[src/rtl/spos_pkg.sv]
`default_nettype none

package spos_pkg;

  // Field widths
  localparam int unsigned AXIS_W  = 8;
  localparam int unsigned SW_W    = 16;
  localparam int unsigned CW_W    = 16;
  localparam int unsigned POS_W   = 32;
  localparam int unsigned CNT_W   = 20;
  localparam int unsigned CMD_W   = 2;
  localparam int unsigned CIDX_W  = 2;
  localparam int unsigned CDATA_W = 20;

  // Configuration register indexes
  localparam logic [CIDX_W-1:0] CFG_TIMEOUT = 2'd0;
  localparam logic [CIDX_W-1:0] CFG_INIT_CW = 2'd1;

  // Configuration reset values
  localparam logic [CNT_W-1:0] TIMEOUT_RST = 20'd1000;
  localparam logic [CW_W-1:0]  INIT_CW_RST = 16'h0000;

  // Control word bits (CiA 402)
  localparam logic [CW_W-1:0] CW_SO = 16'h0001;
  localparam logic [CW_W-1:0] CW_EV = 16'h0002;
  localparam logic [CW_W-1:0] CW_QS = 16'h0004;
  localparam logic [CW_W-1:0] CW_EO = 16'h0008;

  // Status word bits (CiA 402)
  localparam logic [SW_W-1:0] SW_RTSO = 16'h0001;
  localparam logic [SW_W-1:0] SW_SO   = 16'h0002;
  localparam logic [SW_W-1:0] SW_OE   = 16'h0004;
  localparam logic [SW_W-1:0] SW_QS   = 16'h0020;

  // Saturation value of the shared timeout counter
  localparam logic [CNT_W-1:0] CNT_MAX = {CNT_W{1'b1}};

  // Axis state commands
  localparam logic [CMD_W-1:0] CMD_NONE       = 2'd0;
  localparam logic [CMD_W-1:0] CMD_ERROR_STOP = 2'd1;
  localparam logic [CMD_W-1:0] CMD_STANDSTILL = 2'd2;

  // Error codes
  localparam logic ERR_CODE_NONE    = 1'b0;
  localparam logic ERR_CODE_TIMEOUT = 1'b1;

  // One input word
  typedef struct packed {
    logic                    enable;
    logic [AXIS_W-1:0]       axis_id;
    logic [SW_W-1:0]         status_word;
    logic                    axis_fault;
    logic                    axis_powered_off;
    logic                    axis_virtual;
    logic signed [POS_W-1:0] actual_position;
  } item_t;

  // One result word
  typedef struct packed {
    logic                    busy_res;
    logic                    done_res;
    logic                    error;
    logic                    error_code;
    logic                    control_write;
    logic [CW_W-1:0]         control_word;
    logic                    set_csp_mode;
    logic [CMD_W-1:0]        axis_state_command;
    logic                    target_write;
    logic signed [POS_W-1:0] target_position;
  } result_t;

  // Configuration seen by the sequencer core
  typedef struct packed {
    logic [CNT_W-1:0] timeout_ticks;
    logic [CW_W-1:0]  init_control_word;
  } cfg_t;

endpackage

`default_nettype wire

[src/rtl/spos_cfg.sv]
`default_nettype none

module spos_cfg
  import spos_pkg::*;
(
  input  wire logic               clk,
  input  wire logic               rst_n,
  input  wire logic               wr_en,
  input  wire logic [CIDX_W-1:0]  wr_index,
  input  wire logic [CDATA_W-1:0] wr_data,
  output cfg_t                    cfg
);

  logic [CNT_W-1:0] timeout_r, timeout_nxt;
  logic [CW_W-1:0]  init_cw_r, init_cw_nxt;

  // Register decode; writes to unknown indexes are dropped.
  always_comb begin
    timeout_nxt = timeout_r;
    init_cw_nxt = init_cw_r;
    if (wr_en) begin
      if (wr_index == CFG_TIMEOUT) begin
        timeout_nxt = wr_data[CNT_W-1:0];
      end else if (wr_index == CFG_INIT_CW) begin
        init_cw_nxt = wr_data[CW_W-1:0];
      end
    end
  end

  always_ff @(posedge clk) begin
    if (!rst_n) begin
      timeout_r <= TIMEOUT_RST;
      init_cw_r <= INIT_CW_RST;
    end else begin
      timeout_r <= timeout_nxt;
      init_cw_r <= init_cw_nxt;
    end
  end

  assign cfg.timeout_ticks     = timeout_r;
  assign cfg.init_control_word = init_cw_r;

endmodule

`default_nettype wire

[src/rtl/spos_core.sv]
`default_nettype none

module spos_core
  import spos_pkg::*;
(
  input  wire logic  clk,
  input  wire logic  rst_n,
  input  wire logic  advance,
  input  item_t      item,
  input  cfg_t       cfg,
  output result_t    res
);

  typedef enum logic [2:0] {
    PH_READY  = 3'd0,
    PH_START  = 3'd1,
    PH_W06    = 3'd2,
    PH_W07    = 3'd3,
    PH_W0F    = 3'd4,
    PH_FINISH = 3'd5,
    PH_ERROR  = 3'd6
  } phase_t;

  phase_t            phase_r, phase_nxt, cur_ph;
  logic              prev_en_r, prev_en_nxt;
  logic              edge_r, edge_nxt;
  logic [AXIS_W-1:0] prev_axis_r, prev_axis_nxt;
  logic [CNT_W-1:0]  cnt_r, cnt_nxt, cnt_inc;

  logic              hs_active;
  logic              hs_last;
  logic [CW_W-1:0]   hs_cw;
  logic [CW_W-1:0]   hs_next_cw;
  logic [SW_W-1:0]   hs_mask;
  phase_t            hs_next_ph;

  // Saturating increment of the shared timeout counter.
  assign cnt_inc = (cnt_r == CNT_MAX) ? cnt_r : cnt_r + 1'b1;

  // One control tick: axis check, enable, fault, then the phase step.
  always_comb begin
    phase_nxt     = phase_r;
    prev_en_nxt   = item.enable;
    prev_axis_nxt = item.axis_id;
    edge_nxt      = edge_r;
    cnt_nxt       = cnt_r;
    cur_ph        = phase_r;
    res           = '0;
    hs_active     = 1'b0;
    hs_last       = 1'b0;
    hs_cw         = '0;
    hs_next_cw    = '0;
    hs_mask       = '0;
    hs_next_ph    = PH_ERROR;

    // An axis change while enabled stops the previous axis.
    if (item.enable && prev_en_r && (item.axis_id != prev_axis_r)) begin
      res.axis_state_command = CMD_ERROR_STOP;
      cur_ph                 = PH_READY;
    end
    phase_nxt = cur_ph;

    if (!item.enable) begin
      edge_nxt  = 1'b0;
      phase_nxt = PH_READY;
    end else begin
      if (item.axis_fault) begin
        cur_ph    = PH_ERROR;
        phase_nxt = PH_ERROR;
        res.error = 1'b1;
        cnt_nxt   = '0;
      end
      res.target_write = (cur_ph != PH_READY);

      unique case (cur_ph)
        PH_READY: begin
          edge_nxt = 1'b1;
          // Only a rising edge of enable starts a sequence.
          if (!edge_r) begin
            if (!item.axis_powered_off) begin
              phase_nxt = PH_ERROR;
              res.error = 1'b1;
              cnt_nxt   = '0;
            end else begin
              res.set_csp_mode = 1'b1;
              cnt_nxt          = '0;
              if (item.axis_virtual) begin
                res.done_res           = 1'b1;
                res.axis_state_command = CMD_STANDSTILL;
                phase_nxt              = PH_FINISH;
              end else begin
                res.control_write = 1'b1;
                res.control_word  = cfg.init_control_word;
                res.busy_res      = 1'b1;
                phase_nxt         = PH_START;
              end
            end
          end
        end
        PH_START: begin
          res.control_write = 1'b1;
          res.control_word  = CW_EV | CW_QS;
          res.busy_res      = 1'b1;
          phase_nxt         = PH_W06;
        end
        PH_W06: begin
          hs_active  = 1'b1;
          hs_cw      = CW_EV | CW_QS;
          hs_mask    = SW_QS | SW_RTSO;
          hs_next_cw = CW_EV | CW_QS | CW_SO;
          hs_next_ph = PH_W07;
        end
        PH_W07: begin
          hs_active  = 1'b1;
          hs_cw      = CW_EV | CW_QS | CW_SO;
          hs_mask    = SW_QS | SW_RTSO | SW_SO;
          hs_next_cw = CW_EV | CW_QS | CW_SO | CW_EO;
          hs_next_ph = PH_W0F;
        end
        PH_W0F: begin
          hs_active  = 1'b1;
          hs_last    = 1'b1;
          hs_cw      = CW_EV | CW_QS | CW_SO | CW_EO;
          hs_mask    = SW_QS | SW_RTSO | SW_SO | SW_OE;
          hs_next_ph = PH_FINISH;
        end
        PH_FINISH: begin
          edge_nxt     = 1'b1;
          res.done_res = 1'b1;
        end
        PH_ERROR: begin
          edge_nxt  = 1'b1;
          res.error = 1'b1;
        end
        default: begin
          phase_nxt = PH_ERROR;
        end
      endcase

      // Drive handshake: hold the control word until the status bits match.
      if (hs_active) begin
        res.control_write = 1'b1;
        res.control_word  = hs_cw;
        res.busy_res      = 1'b1;
        if ((item.status_word & hs_mask) == hs_mask) begin
          phase_nxt = hs_next_ph;
          if (hs_last) begin
            res.done_res           = 1'b1;
            res.axis_state_command = CMD_STANDSTILL;
          end else begin
            res.control_word = hs_next_cw;
          end
        end else begin
          cnt_nxt = cnt_inc;
          if (cnt_inc >= cfg.timeout_ticks) begin
            phase_nxt              = PH_ERROR;
            res.axis_state_command = CMD_ERROR_STOP;
            res.error              = 1'b1;
            res.busy_res           = 1'b0;
            res.error_code         = ERR_CODE_TIMEOUT;
            cnt_nxt                = '0;
          end
        end
      end
    end

    res.target_position = res.target_write ? item.actual_position : '0;
  end

  // Sequencer state moves once per processed word.
  always_ff @(posedge clk) begin
    if (!rst_n) begin
      phase_r     <= PH_READY;
      prev_en_r   <= 1'b0;
      edge_r      <= 1'b0;
      prev_axis_r <= '0;
      cnt_r       <= '0;
    end else if (advance) begin
      phase_r     <= phase_nxt;
      prev_en_r   <= prev_en_nxt;
      edge_r      <= edge_nxt;
      prev_axis_r <= prev_axis_nxt;
      cnt_r       <= cnt_nxt;
    end
  end

  // The timeout code is never reported without the error flag.
  a_code_needs_error: assert property (@(posedge clk) disable iff (!rst_n)
    res.error_code |-> res.error)
    else $error("error code set without error flag");

  // Done and error never come together.
  a_done_err_excl: assert property (@(posedge clk) disable iff (!rst_n)
    !(res.done_res && res.error))
    else $error("done and error in the same result");

  // With enable low in the processed word, the sequence is back at ready.
  a_disable_ready: assert property (@(posedge clk) disable iff (!rst_n)
    (advance && !item.enable) |=> (phase_r == PH_READY))
    else $error("phase not ready after enable low");

  // Every sequence that enters the start phase begins with a cleared counter.
  a_cnt_in_wait: assert property (@(posedge clk) disable iff (!rst_n)
    (advance && (phase_nxt == PH_START)) |=> (cnt_r == '0))
    else $error("timeout counter not cleared at sequence start");

endmodule

`default_nettype wire

[src/rtl/servo_drive_power_on_sequencer.sv]
// Power-on sequencer for one CiA 402 servo axis. Each input word is one
// control tick; each produces exactly one result word. On a rising edge of
// in_enable the block requests CSP mode, writes the init control word, then
// steps the drive through control words 0x06, 0x07 and 0x0F, waiting each
// time for the matching status bits, and ends in done or error. One shared
// counter bounds the total wait to timeout_ticks ticks. A word passes an
// input register and then a result register; a new word is taken every
// cycle while out_ready is high, and the sequencer state update between
// the two registers sets that rate. Configuration (index 0 timeout_ticks,
// index 1 init_control_word) is written through the cfg_ port, and the user
// writes it only while no word is in flight (not enforced by the block).
`default_nettype none

module servo_drive_power_on_sequencer
  import spos_pkg::*;
(
  input  wire logic                    clk,
  input  wire logic                    rst_n,

  input  wire logic                    cfg_valid,
  output logic                         cfg_ready,
  input  wire logic [CIDX_W-1:0]       cfg_index,
  input  wire logic [CDATA_W-1:0]      cfg_data,

  input  wire logic                    in_valid,
  output logic                         in_ready,
  input  wire logic                    in_enable,
  input  wire logic [AXIS_W-1:0]       in_axis_id,
  input  wire logic [SW_W-1:0]         in_status_word,
  input  wire logic                    in_axis_fault,
  input  wire logic                    in_axis_powered_off,
  input  wire logic                    in_axis_virtual,
  input  wire logic signed [POS_W-1:0] in_actual_position,

  output logic                         out_valid,
  input  wire logic                    out_ready,
  output logic                         out_busy_res,
  output logic                         out_done_res,
  output logic                         out_error,
  output logic                         out_error_code,
  output logic                         out_control_write,
  output logic [CW_W-1:0]              out_control_word,
  output logic                         out_set_csp_mode,
  output logic [CMD_W-1:0]             out_axis_state_command,
  output logic                         out_target_write,
  output logic signed [POS_W-1:0]      out_target_position
);

  cfg_t    cfg;
  item_t   in_r, in_nxt;
  logic    in_vld_r, in_vld_nxt;
  result_t out_r, res;
  logic    out_vld_r, out_vld_nxt;
  logic    advance;
  logic    in_take;

  // Configuration registers
  assign cfg_ready = 1'b1;

  spos_cfg u_cfg (
    .clk      (clk),
    .rst_n    (rst_n),
    .wr_en    (cfg_valid),
    .wr_index (cfg_index),
    .wr_data  (cfg_data),
    .cfg      (cfg)
  );

  // Pipeline control: a word moves on when the result register is empty or is being read.
  assign advance  = in_vld_r && (!out_vld_r || out_ready);
  assign in_ready = !in_vld_r || advance;
  assign in_take  = in_valid && in_ready;

  always_comb begin
    in_nxt                  = in_r;
    in_vld_nxt              = in_vld_r;
    out_vld_nxt             = out_vld_r;
    if (in_take) begin
      in_nxt.enable           = in_enable;
      in_nxt.axis_id          = in_axis_id;
      in_nxt.status_word      = in_status_word;
      in_nxt.axis_fault       = in_axis_fault;
      in_nxt.axis_powered_off = in_axis_powered_off;
      in_nxt.axis_virtual     = in_axis_virtual;
      in_nxt.actual_position  = in_actual_position;
      in_vld_nxt              = 1'b1;
    end else if (advance) begin
      in_vld_nxt = 1'b0;
    end
    if (advance) begin
      out_vld_nxt = 1'b1;
    end else if (out_ready) begin
      out_vld_nxt = 1'b0;
    end
  end

  // Valid flags
  always_ff @(posedge clk) begin
    if (!rst_n) begin
      in_vld_r  <= 1'b0;
      out_vld_r <= 1'b0;
    end else begin
      in_vld_r  <= in_vld_nxt;
      out_vld_r <= out_vld_nxt;
    end
  end

  // Payload registers
  always_ff @(posedge clk) begin
    in_r <= in_nxt;
    if (advance) begin
      out_r <= res;
    end
  end

  // Sequencer step
  spos_core u_core (
    .clk     (clk),
    .rst_n   (rst_n),
    .advance (advance),
    .item    (in_r),
    .cfg     (cfg),
    .res     (res)
  );

  // Result ports
  assign out_valid              = out_vld_r;
  assign out_busy_res           = out_r.busy_res;
  assign out_done_res           = out_r.done_res;
  assign out_error              = out_r.error;
  assign out_error_code         = out_r.error_code;
  assign out_control_write      = out_r.control_write;
  assign out_control_word       = out_r.control_word;
  assign out_set_csp_mode       = out_r.set_csp_mode;
  assign out_axis_state_command = out_r.axis_state_command;
  assign out_target_write       = out_r.target_write;
  assign out_target_position    = out_r.target_position;

  // Input side only stalls while a word is held behind a full result register.
  a_stall_cause: assert property (@(posedge clk) disable iff (!rst_n)
    !in_ready |-> (in_vld_r && out_vld_r && !out_ready))
    else $error("input stalled without a full pipeline");

  // Target position is zero unless a target write is reported.
  a_target_zero: assert property (@(posedge clk) disable iff (!rst_n)
    (out_vld_r && !out_target_write) |-> (out_target_position == '0))
    else $error("target position without target write");

  // No control word is shown unless it is written.
  a_cw_zero: assert property (@(posedge clk) disable iff (!rst_n)
    (out_vld_r && !out_control_write) |-> (out_control_word == '0))
    else $error("control word without control write");

endmodule

`default_nettype wire

[config.mk]
export PLATFORM = sky130hd
export DESIGN_NAME = servo_drive_power_on_sequencer
export DESIGN_NICKNAME = d
export VERILOG_FILES = /design/src/rtl/spos_pkg.sv /design/src/rtl/spos_cfg.sv /design/src/rtl/spos_core.sv /design/src/rtl/servo_drive_power_on_sequencer.sv
export SDC_FILE = /design/constraint.sdc
export NUM_CORES = 1
export LEC_CHECK = 0
export BUFFER_PORTS_ARGS = -buffer_cell sky130_fd_sc_hd__buf_2
export CORE_MARGIN = 2
export CORE_UTILIZATION = 55
export DETAILED_ROUTE_END_ITERATION = 10
export GPL_ROUTABILITY_DRIVEN = 0
export MAX_ROUTING_LAYER = met4
export PLACE_DENSITY = 0.79
export SKIP_LAST_GASP = 1
export SYNTH_ARGS = -nofsm -noshare
export SYNTH_HDL_FRONTEND = slang
export SYNTH_SLANG_ARGS = --single-unit
[constraint.sdc]
create_clock -name clk -period 5.4 [get_ports clk]
set_clock_uncertainty 0.2 [all_clocks]
set_input_delay 0.27 -clock clk [delete_from_list [all_inputs] [get_ports clk]]
set_output_delay 0.27 -clock clk [all_outputs]
set_load 0.01 [all_outputs]
==> run metrics <==
Num Clock Sinks 176; commonest non-fill, non-tap cell in the layout buf_2; IO buf count 133; Seq cells post-synth 176; synthesized area 7724 um^2; CTS buffer count 17; period utilization 0.9130; Max Cap Viol 0; P&R area growth vs syn 27.13%; Total Die Area 15,010 um^2; fraction of registers with async set/reset 0; Crit Path Max Fanout 12; clock latency on the worst-skew pair 440 ps; fin crit period 4930 ps; Tot GR Track Use 0.2524; Setup crit end kind flip-flop; core area 13,770 um^2; Root Buffer clkbuf_16; post-CTS setup buffers 0; drt total wl 18.22 mm; Syn Inst Count 703; NumNets Final 1,004; DP Area 8502 um^2; Final Hold Viols 0; sequential power share 0.505; CTS clk-pin slew, worst paths 70 ps; initial antenna violation count 1; via count 6,080; I/O Pins 147; DRT antenna net count 0; Slew Limit Headroom 0.1964; unique cell type count in the Yosys netlist 65; Slew @ Worst Pin 1205 ps; die width 122.5 um; outcome finished clean; Syn Area/Cell 10.99 um^2; number of synthesis warnings 0; syn nets 811; EDFF count, synth 105; largest net degree at the start of global routing 67; Worst Setup Slack, final 469.8 ps; Final Setup Violations 0; WS Path Type flip-flop to flip-flop; PD cells 305.0 nW/um^2; Comb pwr share 0.081; switching power 719.5 uW; Hold WS 218.7 ps; startpoint types flip-flop; detailed-route wire length per cell 16.72 um; CTS tree built; Slew Limit Fails 0; final instance area 9819 um^2; Worst EP arrival 5080 ps; Int Pwr 2.276 mW; DR pass1 iterations 5; RSZ-0062 raised after global routing no; top_reg_cell synth edfxtp_1; Overflow after GRT 0; Static Leak 3.957 nW; vias in the first global route 5,661; max frequency 202.8 MHz; R2R setup slack 470 ps; dpl hpwl 11.22 mm; DP Worst Slack 505.4 ps; Initial Util 0.5608; worst endpoint required time 5550 ps; Die Ht 122.5 um; Setup TNS 0 ps; VDD IR max 0.2023 mV; first-pass GRT wire length 28.01 mm; row count 43; DRC viols 0; Starting DRT DRC Count 539; Min-Delay Path Class input pin to flip-flop; fraction of layout cells with a size suffix above 1 0.2068; sequential area share after synthesis 0.5923; Clock power frac 0.414; Sw Share 0.2402; H-tree depth 4; most frequent cells in the layout buf_2 (133), nand2_1 (118), edfxtp_1 (105); Clock Path Buffers 2; Vias/cell 5.578
-- state kept, by name, summed over array words and instances (netlist names), 2 cells and up --
signal                  cells
out_control_word           16
u_core.phase_r              3
u_cfg.init_cw_r            16
u_core.prev_axis_r          8
in_r                       48
out_target_position        32
u_cfg.timeout_r            20
u_core.cnt_r               20
out_axis_state_command      2
-- critical path, cell delays in order, from the launching register on --
cell	delay, ps
dfxtp_1	460
ha_1	280
nand3_1	190
nor3_1	320
nand3b_1	410
nand3_1	370
xnor2_1	170
ha_1	270
a2111oi_0	520
o21ai_0	180
a32oi_1	280
a31oi_2	310
nor3_4	570
nand2_1	130
o22ai_1	190
-- cell families after synthesis --
logic type,share of synthesized area
xor+xnor,0.02495
fa+ha+maj,0.03402
other cells,0.0004855
mux,0.004212
buf+inv,0.03288
compound gates,0.1320
simple gates,0.1792
flops,0.5923
-- cell usage after synthesis, types with 4 or more instances --
library cell  instances  area (um^2)
a21boi_0             44        330.3
o211ai_1              9        67.56
edfxtp_1            105         3153
nand2_1             118        442.9
inv_1                27        101.4
and2_1               43        269.0
nand4_1               6        37.54
xor2_1                9        78.83
nor3_1                8        40.04
o21ai_0              16        80.08
nand2b_1              6        37.54
ha_1                 21        262.8
buf_2                 5        25.02
nand3_1              17        85.08
and3_1               20        125.1
dfxtp_1              71         1421
a22o_1                4        35.03
or2_2                 4        25.02
nor2_1               19        71.32
o21a_1                7        52.55
nor2b_1              12        75.07
a21oi_1              25        125.1
xnor2_1              13        113.9
clkbuf_1             26        97.59
a31oi_1               9        56.30
-- routing by layer --
metal  global-route usage  part of all wire  up-vias  routed length, um
met2               0.4243              0.51      280               9285
met3              0.05901             0.062       70               1125
li1                     -                 -     2890                  -
met1               0.2897              0.39     2840               7046
met4               0.1085             0.042        0                763
met5                    -                 0        -                  0
-- through the flow --
step | total power [mW] | utilization | cells
floorplan | 1.653 | - | 703
global placement | 1.720 | 0.6173 | 986
detailed placement | 1.733 | 0.6173 | 986
CTS | 2.982 | 0.7116 | 1088
global route | 3.080 | 0.7129 | 1090
finish | 2.995 | 0.7129 | 1090
-- power by group through the flow --
stage	sequential, mW	combinational (mW)	clock [mW]
2_1_floorplan	1.54	0.114	0
3_3_place_gp	1.54	0.185	0
3_5_place_dp	1.54	0.194	0
4_1_cts	1.51	0.236	1.24
5_1_grt	1.52	0.264	1.30
6_report	1.51	0.243	1.24
-- final timing paths --
path	end	cells after the start	startpoint
worst max-delay path	u_core.cnt_r[0]	14	u_core.cnt_r[0]
worst min-delay path	u_cfg.timeout_r[17]	5	cfg_index[0]
worst max register to register	u_core.cnt_r[0]	14	u_core.cnt_r[0]
worst min register to register	u_cfg.init_cw_r[10]	2	u_cfg.init_cw_r[10]
-- layout make-up --
type	instances	area (um^2)
flip-flops and latches	176	4574
multi-input cells	466	2918
clock buffers	19	452.9
well taps	180	225.2
clock inverters	13	145.1
diodes	1	2.502
repair buffers	207	1396
inverters	28	105.1
fillers	959	3954
-- timing repair --
item                       CTS  global route
setup endpoints to repair    0            10
hold buffers                70             0
gates resized for setup      0             1
hold endpoints to repair    86             0
Power figures use the tool's default switching activity.
